==> config.mk <==
export PLATFORM = sky130hd
export DESIGN_NAME = imlp_cell
export DESIGN_NICKNAME = d
export VERILOG_FILES = /design/src/hw/rtl/int8_mlp_score_engine_unit_assert.svh /design/src/hw/rtl/imlp_pkg.sv /design/src/hw/rtl/imlp_cell.sv
export SDC_FILE = /design/constraint.sdc
export NUM_CORES = 2
export LEC_CHECK = 0
export ABC_AREA = 1
export BUFFER_PORTS_ARGS = -buffer_cell sky130_fd_sc_hd__buf_2
export CORE_ASPECT_RATIO = 0.5
export CORE_MARGIN = 5
export CORE_UTILIZATION = 38
export DETAILED_ROUTE_END_ITERATION = 10
export GPL_ROUTABILITY_DRIVEN = 0
export GPL_TIMING_DRIVEN = 0
export SLEW_MARGIN = 10
export SYNTH_ARGS = -nofsm -noshare
export SYNTH_HDL_FRONTEND = slang
export SYNTH_SLANG_ARGS = --single-unit
==> constraint.sdc <==
create_clock -name i_clk -period 8.1 [get_ports i_clk]
set_input_delay 0.405 -clock i_clk [delete_from_list [all_inputs] [get_ports i_clk]]
set_output_delay 0.405 -clock i_clk [all_outputs]
set_load 0.01 [all_outputs]
==> src/hw/rtl/int8_mlp_score_engine_unit_assert.svh <==
// assertion macros for the int8 mlp score engine
// used by the top level, no other dependencies
`ifndef INT8_MLP_SCORE_ENGINE_UNIT_ASSERT_SVH
`define INT8_MLP_SCORE_ENGINE_UNIT_ASSERT_SVH
`ifndef SYNTH
`define IMLP_ASSERT_IMPL(name, clk, rstn, ante, cons) \
    name: assert property (@(posedge clk) disable iff (!rstn) (ante) |-> (cons)) \
        else $error("imlp assertion failed");
`define IMLP_ASSERT_NEXT(name, clk, rstn, ante, cons) \
    name: assert property (@(posedge clk) disable iff (!rstn) (ante) |=> (cons)) \
        else $error("imlp assertion failed");
`else
`define IMLP_ASSERT_IMPL(name, clk, rstn, ante, cons)
`define IMLP_ASSERT_NEXT(name, clk, rstn, ante, cons)
`endif
`endif

==> src/hw/rtl/imlp_pkg.sv <==
// shared types and constants of the int8 mlp score engine
// no dependencies
`timescale 1ns / 1ps
package imlp_pkg;
    localparam int FEATURES   = 4;
    localparam int LOAD_IDX_W = 8;

    localparam logic [2:0] CFG_W0_BYTES = 3'd0;
    localparam logic [2:0] CFG_B0_WORDS = 3'd1;
    localparam logic [2:0] CFG_W1_BYTES = 3'd2;
    localparam logic [2:0] CFG_B1_WORDS = 3'd3;
    localparam logic [2:0] CFG_IN_MULT  = 3'd4;
    localparam logic [2:0] CFG_HID_MULT = 3'd5;
    localparam logic [2:0] CFG_OUT_MULT = 3'd6;

    typedef logic signed [7:0] t_int8;
    typedef t_int8 [FEATURES-1:0] t_feat_vec;

    typedef enum logic [1:0] {
        LK_W0,
        LK_B0,
        LK_W1,
        LK_B1
    } t_load_kind;

    typedef struct packed {
        logic                  en;
        t_load_kind            kind;
        logic [LOAD_IDX_W-1:0] idx;
        logic [3:0]            be;
        logic [31:0]           word;
    } t_load_wr;

    typedef enum logic [1:0] {
        ST_IDLE,
        ST_SCALE,
        ST_RUN,
        ST_OUT
    } t_state;
endpackage

==> src/hw/rtl/imlp_cell.sv <==
// one hidden neuron cell: dot product, relu, requantize, output mac
// depends on imlp_pkg
`timescale 1ns / 1ps
module imlp_cell import imlp_pkg::*; #(
    parameter int CELL_IDX = 0
) (
    input  logic        i_clk,
    input  logic        i_rst_n,
    input  t_load_wr    i_load,
    input  logic [31:0] i_hidden_mult,
    input  t_feat_vec   i_x,
    input  logic [31:0] i_acc,
    output t_feat_vec   o_x,
    output logic [31:0] o_acc
);
    localparam int W1_WORD = CELL_IDX / 4;
    localparam int W1_BYTE = CELL_IDX % 4;

    t_int8        r_w0 [FEATURES];
    logic [31:0]  r_b0;
    t_int8        r_w1;
    t_feat_vec    r_x;
    logic [31:0]  r_dot, n_dot;
    logic [62:0]  r_prod;
    logic [31:0]  r_acc;
    logic signed [15:0] pp;
    logic [63:0]  rnd;
    logic [6:0]   y;
    logic signed [15:0] yw;

    always_ff @(posedge i_clk) begin
        if (!i_rst_n) begin
            for (int d = 0; d < FEATURES; d++) r_w0[d] <= '0;
            r_b0 <= '0;
            r_w1 <= '0;
        end else if (i_load.en) begin
            if (i_load.kind == LK_W0 && i_load.idx == LOAD_IDX_W'(CELL_IDX)) begin
                for (int k = 0; k < FEATURES; k++) begin
                    if (i_load.be[k]) r_w0[k] <= i_load.word[31 - 8*k -: 8];
                end
            end
            if (i_load.kind == LK_B0 && i_load.idx == LOAD_IDX_W'(CELL_IDX)) begin
                r_b0 <= i_load.word;
            end
            if (i_load.kind == LK_W1 && i_load.idx == LOAD_IDX_W'(W1_WORD)
                    && i_load.be[W1_BYTE]) begin
                r_w1 <= i_load.word[31 - 8*W1_BYTE -: 8];
            end
        end
    end

    always_comb begin
        n_dot = r_b0;
        pp    = '0;
        for (int d = 0; d < FEATURES; d++) begin
            pp    = i_x[d] * r_w0[d];
            n_dot = n_dot + {{16{pp[15]}}, pp};
        end
        // round half up, then clamp to the int8 positive range
        rnd = {1'b0, r_prod} + 64'd8388608;
        y   = (rnd[63:24] > 40'd127) ? 7'd127 : rnd[30:24];
        yw  = $signed({1'b0, y}) * r_w1;
    end

    // three stages: dot product, requantize product, output accumulate
    always_ff @(posedge i_clk) begin
        r_x   <= i_x;
        r_dot <= n_dot;
        if (!r_dot[31] && r_dot != '0) begin
            r_prod <= 63'(r_dot[30:0]) * 63'(i_hidden_mult);
        end else begin
            r_prod <= '0;
        end
        r_acc <= i_acc + {{16{yw[15]}}, yw};
    end

    assign o_x   = r_x;
    assign o_acc = r_acc;
endmodule

==> impl_results.md <==
* Yosys synthesis warning count at 0
* Remaining routing DRC violations at 0
* Relative slew slack at between 20% and 30%
* Number of max-slew violations in the final report at 0
* Largest fanout on the critical path at 10
* Final layout net count at 9307
* WL/cell at 19.2 um
* Synth cell types at 45
* Die boundary width at 558 um
* Count of nets left with antenna violations after detail routing at 0
* Critical R2R Capture: r_prod[31]
* Tightest Pin Transition at around 1.1 ns
* CP Launch Type: flip-flop
* Fraction of the mapped netlist area in simple logic gates at between 15 and 20%
* Clock tree from TritonCTS: done
* Min cycle time layout at 7.95 ns
* First-pass DRT Iterations at 8
* Site Rows at 100
* Violation count after the first detailed-routing iteration at approximately 3500
* CP max stage cell: fa_1
* Multi-input combinational cell area at approximately 44000 um2
* Hold Path Cell Cnt at 2
* Outcome: complete, no violations
* Worst-skew pair later-pin latency at 0.55 ns
* Number of fill cells at 15400
* Root buffer selected by CTS: clkbuf_16
* Startpoint of the most critical hold path: i_acc[0]
* Initial antenna violation count at 18
* Proportion of layout cells with a drive suffix above 1 at ~5.8%
* Height of the die at 284 um
* Path type of the worst min-delay path: in -> reg
* Hold Crit Endpoint: o_acc[0]
* Post-placement cell count at about 9500
* Register-to-Register Path Depth at 28
* Worst Hold Slack at 0.0757 ns
* Post-synthesis share of cell area spent on full adders, half adders and majority gates at 52.8%
* Area of the core at 149000 um2
* Total cell area at the placement stage at 60700 um2
* Vias/cell at 4.91
* Die footprint at 159000 um2
* Worst R2R Setup Slack at 0.15 ns
* Area Growth Syn to Fin at 8.80%
* CP dominant cell by count: fa_1
* Global route total overflow at 0
* Via count at 46600
* Final cell count without fillers at about 9500
* Area fraction in compound gates after synthesis at 5.62%
* Stage delay of the slowest cell on the critical path at 0.62 ns
* HPWL reported at the end of detailed placement at roughly 160 mm
* Number of synthesized register bits at roughly 210
* Largest net degree at the start of global routing at 19
* Arrival time of data at the critical path endpoint at between 8 and 9 ns
* Syn_area_per_cell at slightly below 8 um2
* Start point of the critical path: r_dot[9]
* All-layer global routing usage at 23.2%
* Data required, critical path at 8.54 ns
* Proportion of synthesized chip area in sequential cells at 7.85%
* Setup repair after global routing missed its margin: yes
* Vias in the first global route at about 48000
* Clock tree skew after final layout at roughly 0.011 ns
* Wire length of the first global-routing pass at 284 mm
* Max_cap viols at 0
* Post-synthesis instance area at 57100 um2
* Max Clock Freq at ~0.13 GHz
* Routed WL at 182 mm
* Number of clock sinks seen by CTS at 208
* Worst R2R Start: r_dot[9]
* CP Class: reg -> reg
* Largest buffer count on any clock path at 3
* Count of flip-flops with a built-in enable after synthesis at 32
* Htree depth at 1
* Xor-xnor portion of the synthesized cell area at 2.45%
* Num CTS Buffers at 25
* Number of failing hold endpoints at the final stage at 0
* IO Port Bufs at 207
* Starting density of the core at 38.3%
* Number of primary I/O pins at 209
* Largest family of logic cells by synthesized area: adder cells
* Register clock-pin slew on the reported worst setup and hold paths at 0.06 ns
* Final period util at 98.1%
* Final Instance Area at between 60000 and 70000 um2
* Nets in the synthesized netlist at 9085
* Kind of capture point of the worst setup path: flip-flop
* Final setup viols at 0
* Predominant post-synthesis flop cell: dfxtp_1
* Synth Instances at roughly 7300
* Flip-flop and latch area at 4540 um2
* Multiplexer share of the synthesized area at 0%
* Synth async-reset ratio at 0%
## per-layer routing
metal | up-vias | GRT usage (%) | routed length (um)
li1 | 21400 | - | -
met1 | 23000 | 30.5 | 74400
met2 | 1779 | 38.3 | 83600
met3 | 368 | 4.76 | 16800
met4 | 4 | 7.82 | 7590
met5 | - | 0 | 27
## cells in the mapped netlist (all sizes together) (19+ instances only)
library cell,instances,area (um2)
a21o,37,278
a21oi,304,1520
a31oi,28,175
buf,35,165
clkbuf,265,995
dfxtp,176,3520
edfxtp,32,961
fa,1209,24200
ha,478,5980
inv,2005,7530
nand2,1744,6560
nand3,98,495
nand3b,19,143
nand4,28,175
nor2,328,1250
nor3,33,165
o21ai,155,776
or2,29,181
xnor2,54,473
xor2,106,928
## cells in the final DEF (no fill, tap or decap), drive strengths merged, types with 2 or more instances in the layout
master and count:
a21boi 9, a21o 37, a21oi 304, a221oi 3, a31oi 28, and2 3
and3 3, buf 257, bufinv 2, clkbuf 240, clkinv 8, clkinvlp 2
dfxtp 176, diode 7, dlygate4sd3 32, edfxtp 32, fa 1209, ha 478
inv 2010, nand2 1744, nand3 98, nand3b 19, nand4 28, nor2 328
nor3 33, nor4 17, o2111ai 3, o211ai 11, o21a 12, o21ai 155
o21bai 18, or2 29, xnor2 54, xor2 106
## critical path: cells and delay by family, from the launching register on
family	cells	cell delay [ns]
adders and majority gates	9	4.76
and+or+nand+nor	11	1.73
buffers and inverters	8	0.80
DFF	1	0.54
## worst max path at each step
| stage | end | slack, ns |
|---|---|---|
| 2_1_floorplan | r_dot[26] | 0.53 |
| 3_3_place_gp | r_prod[44] | -0.84 |
| 3_5_place_dp | r_prod[44] | -0.85 |
| 4_1_cts | r_prod[53] | 0.01 |
| 5_1_grt | o_acc[30] | -0.05 |
| 6_report | r_prod[31] | 0.15 |
## kinds of logic (layout without fill, tap and decap cells)
kind of cell    count (synthesis)  in the layout
buf+inv                      2310           2551
simple gates                 2304           2304
fa+ha+maj                    1687           1687
compound gates                584            584
flops                         208            208
xor+xnor                      160            160
other cells                     0              7
## timing repair
action,CTS,global route
resized for setup,69,165
pin swaps,0,4
hold buffers,32,0
setup endpoints to repair,57,69
buffers inserted,0,3
hold endpoints to repair,32,0
cloned,0,0
## state kept, by name, indices dropped and copies added, names as in the netlist
name    cells
o_x        32
r_prod     40
r_dot      32
r_w0       32
o_acc      32
r_b0       32
r_w1        8
## stage by stage
| step | TNS [ns] | setup WS, ns | util (%) |
|---|---|---|---|
| 6_report | 0 | 0.154 | 41.7 |
| 3_3_place_gp | -31.82 | -0.836 | 40.7 |
| 4_1_cts | 0 | 0.0119 | 41.5 |
| 3_5_place_dp | -27.58 | -0.849 | 40.7 |
| 2_1_floorplan | 0 | 0.532 | - |
| 5_1_grt | -0.235 | -0.0529 | 41.7 |
## cell type report
class / count / area share, %
multi-input cells: 4735 / 71.1
inverters: 2010 / 12.1
flip-flops and latches: 208 / 7.31
well taps: 1989 / 4.01
repair buffers: 243 / 2.26
plain buffers: 252 / 1.81
clock buffers: 34 / 1.14
clock inverters: 12 / 0.226
diodes: 7 / 0.0282
Power is not shown: default switching activity piles up to over one toggle a cycle in this logic, so the estimate is an artifact.
