**src/hw/rtl/int8_mlp_score_engine_unit_assert.svh**
```systemverilog
// assertion macros for the int8 mlp score engine
// used by the top level, no other dependencies
`ifndef INT8_MLP_SCORE_ENGINE_UNIT_ASSERT_SVH
`define INT8_MLP_SCORE_ENGINE_UNIT_ASSERT_SVH
`ifndef SYNTH
`define IMLP_ASSERT_IMPL(name, clk, rstn, ante, cons) \
    name: assert property (@(posedge clk) disable iff (!rstn) (ante) |-> (cons)) \
        else $error("imlp assertion failed");
`define IMLP_ASSERT_NEXT(name, clk, rstn, ante, cons) \
    name: assert property (@(posedge clk) disable iff (!rstn) (ante) |=> (cons)) \
        else $error("imlp assertion failed");
`else
`define IMLP_ASSERT_IMPL(name, clk, rstn, ante, cons)
`define IMLP_ASSERT_NEXT(name, clk, rstn, ante, cons)
`endif
`endif

```
**src/hw/rtl/imlp_pkg.sv**
```systemverilog
// shared types and constants of the int8 mlp score engine
// no dependencies
`timescale 1ns / 1ps
package imlp_pkg;
    localparam int FEATURES   = 4;
    localparam int LOAD_IDX_W = 8;

    localparam logic [2:0] CFG_W0_BYTES = 3'd0;
    localparam logic [2:0] CFG_B0_WORDS = 3'd1;
    localparam logic [2:0] CFG_W1_BYTES = 3'd2;
    localparam logic [2:0] CFG_B1_WORDS = 3'd3;
    localparam logic [2:0] CFG_IN_MULT  = 3'd4;
    localparam logic [2:0] CFG_HID_MULT = 3'd5;
    localparam logic [2:0] CFG_OUT_MULT = 3'd6;

    typedef logic signed [7:0] t_int8;
    typedef t_int8 [FEATURES-1:0] t_feat_vec;

    typedef enum logic [1:0] {
        LK_W0,
        LK_B0,
        LK_W1,
        LK_B1
    } t_load_kind;

    typedef struct packed {
        logic                  en;
        t_load_kind            kind;
        logic [LOAD_IDX_W-1:0] idx;
        logic [3:0]            be;
        logic [31:0]           word;
    } t_load_wr;

    typedef enum logic [1:0] {
        ST_IDLE,
        ST_SCALE,
        ST_RUN,
        ST_OUT
    } t_state;
endpackage

```
**src/hw/rtl/imlp_loader.sv**
```systemverilog
// load word sequencer: places weight words into the neuron cells and the output bias
// depends on imlp_pkg
`timescale 1ns / 1ps
module imlp_loader import imlp_pkg::*; #(
    parameter int HIDDEN = 32
) (
    input  logic       i_clk,
    input  logic       i_rst_n,
    input  logic       i_wr,
    input  logic [31:0] i_word,
    input  logic [7:0] i_w0_bytes,
    input  logic [5:0] i_b0_words,
    input  logic [5:0] i_w1_bytes,
    input  logic [2:0] i_b1_words,
    output t_load_wr   o_load
);
    localparam int S0_MAX = HIDDEN;
    localparam int S2_MAX = (HIDDEN + 3) / 4;
    localparam int POS_W  = $clog2(HIDDEN + 63 + S2_MAX + 7 + 1);
    localparam int BI_W   = POS_W + 2;

    logic [POS_W-1:0] r_pos, n_pos;
    logic [6:0]       s0_raw;
    logic [4:0]       s2_raw;
    logic [POS_W-1:0] s0, s2, total, p0, pb, p1, p2, p_inc;
    logic [BI_W-1:0]  bidx;

    always_comb begin
        s0_raw = 7'((({1'b0, i_w0_bytes}) + 9'd3) >> 2);
        s2_raw = 5'((({1'b0, i_w1_bytes}) + 7'd3) >> 2);
        s0 = (POS_W'(s0_raw) > POS_W'(S0_MAX)) ? POS_W'(S0_MAX) : POS_W'(s0_raw);
        s2 = (POS_W'(s2_raw) > POS_W'(S2_MAX)) ? POS_W'(S2_MAX) : POS_W'(s2_raw);
        total = s0 + POS_W'(i_b0_words) + s2 + POS_W'(i_b1_words);
        p0 = (r_pos >= total) ? '0 : r_pos;
        pb = p0 - s0;
        p1 = pb - POS_W'(i_b0_words);
        p2 = p1 - s2;
        p_inc = p0 + 1'b1;

        o_load.en   = 1'b0;
        o_load.kind = LK_W0;
        o_load.idx  = LOAD_IDX_W'(p0);
        o_load.be   = '0;
        o_load.word = i_word;
        bidx        = '0;
        n_pos       = r_pos;

        if (i_wr && total != '0) begin
            n_pos = (p_inc >= total) ? '0 : p_inc;
            priority if (p0 < s0) begin
                o_load.en = 1'b1;
                for (int k = 0; k < 4; k++) begin
                    bidx = {p0, 2'b00} + BI_W'(k);
                    o_load.be[k] = bidx < BI_W'(i_w0_bytes);
                end
            end else if (pb < POS_W'(i_b0_words)) begin
                o_load.kind = LK_B0;
                o_load.idx  = LOAD_IDX_W'(pb);
                o_load.en   = pb < POS_W'(HIDDEN);
            end else if (p1 < s2) begin
                o_load.kind = LK_W1;
                o_load.idx  = LOAD_IDX_W'(p1);
                o_load.en   = 1'b1;
                for (int k = 0; k < 4; k++) begin
                    bidx = {p1, 2'b00} + BI_W'(k);
                    o_load.be[k] = (bidx < BI_W'(i_w1_bytes)) && (bidx < BI_W'(HIDDEN));
                end
            end else if (p2 == '0) begin
                o_load.kind = LK_B1;
                o_load.en   = 1'b1;
            end
        end
    end

    always_ff @(posedge i_clk) begin
        if (!i_rst_n) begin
            r_pos <= '0;
        end else begin
            r_pos <= n_pos;
        end
    end
endmodule

```
**config.mk**
```make
export PLATFORM = sky130hd
export DESIGN_NAME = imlp_loader
export DESIGN_NICKNAME = d
export VERILOG_FILES = /design/src/hw/rtl/int8_mlp_score_engine_unit_assert.svh /design/src/hw/rtl/imlp_pkg.sv /design/src/hw/rtl/imlp_loader.sv
export SDC_FILE = /design/constraint.sdc
export NUM_CORES = 1
export LEC_CHECK = 0
export BUFFER_PORTS_ARGS = -buffer_cell sky130_fd_sc_hd__buf_2
export CAP_MARGIN = 15
export CORE_ASPECT_RATIO = 1.25
export CORE_MARGIN = 3
export CORE_UTILIZATION = 30
export CTS_BUF_LIST = sky130_fd_sc_hd__clkbuf_4
export DETAILED_ROUTE_END_ITERATION = 16
export SYNTH_ARGS = -nofsm -noshare
export SYNTH_HDL_FRONTEND = slang
export SYNTH_SLANG_ARGS = --single-unit
export TNS_END_PERCENT = 5
```
**constraint.sdc**
```tcl
create_clock -name i_clk -period 10.9 [get_ports i_clk]
set_input_delay 0.545 -clock i_clk [delete_from_list [all_inputs] [get_ports i_clk]]
set_output_delay 0.545 -clock i_clk [all_outputs]
set_load 0.03 [all_outputs]
```
==> results_dict.tcl, run 1 <==
set metrics [dict create \
    syn_to_final_growth_pct 4.76 \
    async_reset_ff_frac 0 \
    slowest_stage "fa_1" \
    busiest_layer "met2" \
    synth-edff-count 0 \
    drc_errors 0 \
    clk_pin_slew_worst_paths_ns 0.05 \
    syn_area_per_cell_sq_um 7.95 \
    gr-usage-all-layers 0.137 \
    grt_antenna_before_repair 0 \
    grtUsageMet1 0.181 \
    ys_types 71 \
    drv_cap 0 \
    rows 40 \
    dr.pass1.iters 4 \
    ys_ff_latch 7 \
    wirelength_um 7810 \
    grt_max_degree 16 \
    yosys.area.top_type "ha_1" \
    core_area_sq_mm 0.00976 \
    cts_hold_buf 0 \
    layout-drive-gt1-share 0.187 \
    initial_core_util 0.312 \
    status "complete, no violations" \
    power_leakage_nw 1.56 \
    synth-seq-area-share 0.0460 \
    syn_inst 383 \
    rsz0062_at_grt "no" \
    setup_viol 0 \
    slew_headroom 0.669 \
    ir_drop_mv 0.0717 \
    fin_crit_sh 0.888 \
    tightestPinTransition_ns 0.485 \
    top_regs "r_pos x7" \
    maxSlewViolCount 0 \
    port_buffers 39 \
    timing.rr.start "r_pos[0]$_SDFFE_PN0P_" \
    die-area_sq_mm 0.0114 \
    clock_path_buffers 2 \
    top_register "r_pos" \
    place_congestion 0.871 \
    synth_most_common_cell "ha_1" \
    grt_pass1_wl_um 12800 \
    post-route-util 0.327 \
    synthTopCellsByCount "ha_1, inv_1, buf_4, nor2_1, xnor2_1" \
    largest_reg_flops 7 \
    endpoint_kind "output pin" \
    fin_crit_ns 9.67 \
    num_antenna_cells 0 \
    dr.first_iter.drc_count 66 \
    cts_tree "built" \
    critPathLaunchType "input pin" \
    min_path_type "reg -> reg" \
    vias 2621 \
    fp.dieH_um 119 \
    path_max_fanout 6 \
    synth_ff_type "dfxtp_1" \
    critical_path_arrival_ns 9.13 \
    worst_skew_pair.late_latency_ns 0.24 \
    finClkSkew_ns 0.00194 \
    path_class "in -> out" \
    cts_buffers 3 \
    grtUsageMet3 0.0140 \
    synth_top_area_frac 0.218 \
    root_buffer "clkbuf_4" \
    netlist_top_cells_area "ha_1, buf_4, fa_1" \
    clock_sinks 7 \
    ant_nets 0 \
    cts_resized 0 \
    slowest_delay_ns 0.52 \
    hpwl_um 6970 \
    critPathRequiredTime_ns 10.36 \
    cp-startpoint "i_w0_bytes[1]" \
    max_freq_mhz 103 \
    total_power_uw 454 \
    grt.overflow.total 0 \
    setup_ws_ns 1.23 \
    fill_cells 1067 \
    place_ws_ns 1.24 \
    powerDensity_mw_per_mm2 142 \
    met2_usage 0.251 \
    crit_top_cell "ha_1" \
    hold_violations 0 \
    ios 105 \
    htree_levels 1 \
    finalNetCount 518 \
    synth_warnings 0 \
    reg2reg_slack_ns 6.74 \
    holdCritStartpoint "r_pos[1]$_SDFFE_PN0P_" \
    timing.setup.tns_ns 0 \
    first_global_vias 2644 \
    cts_setup_buffers 0 \
    die_w_um 96.1 \
    viasPerCell 5.03 \
    wire_per_inst_um 15.0 \
    syn-cell-area_sq_mm 0.00305 \
]
## cells in the final DEF, fill, tap and decap left out, types with 11 or more instances in the layout
cell | Yosys | final
xnor2_1 | 20 | 20
ha_1 | 53 | 53
nand2_1 | 17 | 17
a21oi_1 | 16 | 16
fa_1 | 11 | 11
buf_2 | 1 | 39
inv_1 | 51 | 51
nor2_1 | 27 | 27
## routing by layer
metal | part of all wire | vias up
met5 | 0 | -
met3 | 0.033 | 2
li1 | - | 1329
met4 | 0.00051 | 0
met2 | 0.51 | 44
met1 | 0.46 | 1246
## path summary, 6_finish.rpt
path | end | cells past startpoint
worst max-delay path | o_load[38] | 37
worst min-delay path | r_pos[1]$_SDFFE_PN0P_ | 2
worst max register to register | r_pos[6]$_SDFFE_PN0P_ | 20
worst min register to register | r_pos[1]$_SDFFE_PN0P_ | 2
## worst max-delay path: cells and delay by family
| kind | cells | cell delay, ns |
|---|---|---|
| AOI/OAI and AO/OA | 10 | 2.13 |
| xor gates and xnor gates | 3 | 0.52 |
| adders and majority gates | 9 | 3.23 |
| buffers and inverters | 5 | 0.66 |
| and+or+nand+nor | 10 | 2.02 |
## final cells by class
cell class,instances,area [sq um],share of cell area
Timing Repair Buffer,40,203,0.0635
Inverter,51,191,0.0600
Tap cell,126,158,0.0494
Multi-Input combinational cell,293,2470,0.774
Sequential cell,7,140,0.0439
Clock buffer,4,30.0,0.00941
## power breakdown
group / total [mW] / leakage [nW] / internal (mW) / switching [mW]
Clock: 0.0254 / 0.0184 / 0.0164 / 0.00901
Sequential: 0.0287 / 0.0567 / 0.0270 / 0.00173
Combinational: 0.400 / 1.48 / 0.163 / 0.237
Total: 0.454 / 1.56 / 0.207 / 0.247
## kinds of logic after synthesis
family | Yosys count | share of synthesized area
buffers and inverters | 85 | 0.146
XOR/XNOR | 26 | 0.0772
AND/OR/NAND/NOR | 110 | 0.200
flip-flops | 7 | 0.0460
AO/OA/AOI/OAI | 85 | 0.225
other | 2 | 0.00246
adder cells (fa/ha/maj) | 68 | 0.303
## per-stage QoR
step,std cells,hold WS (ns),cell area (sq um)
final,521,0.522,3190
after global routing,521,0.560,3190
after CTS,521,0.519,3190
after detailed placement,517,0.512,3160
after global placement,517,0.509,3160
after floorplan,385,0.467,3050
No activity file was read; power rests on OpenSTA's default activity.
==> run 2: changes to the inputs <==
--- a/config.mk
+++ b/config.mk
@@ -8,10 +8,11 @@
 export BUFFER_PORTS_ARGS = -buffer_cell sky130_fd_sc_hd__buf_2
 export CAP_MARGIN = 15
 export CORE_ASPECT_RATIO = 1.25
-export CORE_MARGIN = 3
-export CORE_UTILIZATION = 30
+export CORE_MARGIN = 2
+export CORE_UTILIZATION = 50
 export CTS_BUF_LIST = sky130_fd_sc_hd__clkbuf_4
 export DETAILED_ROUTE_END_ITERATION = 16
+export PLACE_DENSITY = 0.8
 export SYNTH_ARGS = -nofsm -noshare
 export SYNTH_HDL_FRONTEND = slang
 export SYNTH_SLANG_ARGS = --single-unit
==> results_dict.tcl, run 2 (synthesis results as in run 1) <==
set metrics [dict create \
    grt_pass1_wl_um 12100 \
    htree_levels 1 \
    vias 2710 \
    die_w_um 73.8 \
    path_max_fanout 5 \
    crit_top_cell "ha_1" \
    path_class "in -> out" \
    worst_skew_pair.late_latency_ns 0.25 \
    cts_hold_buf 0 \
    final-seq-area_sq_um 140 \
    slowest_stage "fa_1" \
    cts_setup_buffers 0 \
    num_antenna_cells 0 \
    min_path_type "reg -> reg" \
    top_register "r_pos" \
    max_freq_mhz 103 \
    final_area_sq_mm 0.00314 \
    grt_antenna_before_repair 0 \
    fp.dieH_um 91.3 \
    mostFrequentLayoutCells "ha_1, inv_1, buf_2" \
    wirelength_um 7420 \
    dr.pass1.iters 4 \
    setup_viol 0 \
    grt.overflow.total 0 \
    final_common_cell "ha_1" \
    wire_per_inst_um 15.6 \
    ir_drop_mv 0.108 \
    critical_path_arrival_ns 9.19 \
    finClkSkew_ns 0.000988 \
    hpwl_um 6550 \
    clk_pin_slew_worst_paths_ns 0.05 \
    clock_path_buffers 2 \
    placed_area_sq_mm 0.00311 \
    drv_cap 0 \
    maxSlewViolCount 0 \
    gr-usage-all-layers 0.225 \
    grt_max_degree 16 \
    slew_headroom 0.641 \
    port_buffers 39 \
    finalNetCount 518 \
    hold_violations 0 \
    clock_sinks 7 \
    initial_core_util 0.520 \
    top_regs "r_pos x7" \
    core_area_sq_mm 0.00586 \
    largest_reg_flops 7 \
    place_ws_ns 1.27 \
    cts_tree "built" \
    drc_errors 0 \
    critPathLaunchType "input pin" \
    critPathRequiredTime_ns 10.36 \
    die-area_sq_mm 0.00674 \
    rsz0062_at_grt "no" \
    syn_to_final_growth_pct 2.96 \
    endpoint_kind "output pin" \
    powerDensity_mw_per_mm2 146 \
    power_leakage_nw 1.56 \
    slowest_delay_ns 0.55 \
    first_global_vias 2718 \
    ant_nets 0 \
    tightestPinTransition_ns 0.525 \
    place_congestion 1.00 \
    rows 31 \
    status "complete, no violations" \
    cts_resized 0 \
    fin_crit_sh 0.893 \
    layout-drive-gt1-share 0.187 \
    viasPerCell 5.68 \
    ios 105 \
    cts_buffers 3 \
    fill_cells 561 \
    root_buffer "clkbuf_4" \
    dr.first_iter.drc_count 124 \
    timing.setup.tns_ns 0 \
    setup_ws_ns 1.17 \
    whs_ns 0.531 \
    fin_crit_ns 9.73 \
    multi_input_comb_area_sq_mm 0.00247 \
]
## run 2: cell counts in the layout (fill, tap and decap cells not counted)
Identical to the previous run, type by type.
## run 2: where the power goes
group	switching, mW	internal (mW)
registers	0.00163	0.0270
logic	0.240	0.164
clock network	0.00944	0.0164
total	0.251	0.207
## run 2: stage by stage
stage / total power [mW] / util / cells
after floorplan: 0.362 / - / 385
after detailed placement: 0.426 / 0.530 / 473
after global placement: 0.411 / 0.530 / 473
after CTS: 0.455 / 0.536 / 477
after global routing: 0.506 / 0.536 / 477
final: 0.459 / 0.536 / 477
## run 2: worst max-delay path, delay by kind of cell
family / cells / cell delay [ns]
adder cells (fa/ha/maj): 8 / 3.04
AO/OA/AOI/OAI: 9 / 2.23
AND/OR/NAND/NOR: 10 / 2.20
XOR/XNOR: 3 / 0.60
buffers and inverters: 5 / 0.57
## run 2: cell type report
type,count,area share
Clock buffer,4,0.00957
Inverter,51,0.0610
Multi-Input combinational cell,293,0.787
Sequential cell,7,0.0447
Tap cell,82,0.0327
Timing Repair Buffer,40,0.0646
## run 2: per-layer routing
layer / up-vias / routed length, um / GRT usage
li1: 1330 / - / -
met1: 1285 / 2980 / 0.262
met2: 79 / 3910 / 0.414
met3: 16 / 355 / 0.0277
met4: 0 / 176 / 0.0652
met5: - / 0 / 0
## run 2: path summary, 6_finish.rpt
kind / cells after the start / start / slack (ns) / end
min reg2reg: 2 / r_pos[1]$_SDFFE_PN0P_ / 0.53 / r_pos[1]$_SDFFE_PN0P_
min: 2 / r_pos[1]$_SDFFE_PN0P_ / 0.53 / r_pos[1]$_SDFFE_PN0P_
max reg2reg: 20 / r_pos[0]$_SDFFE_PN0P_ / 6.76 / r_pos[6]$_SDFFE_PN0P_
max: 35 / i_w0_bytes[1] / 1.17 / o_load[34]
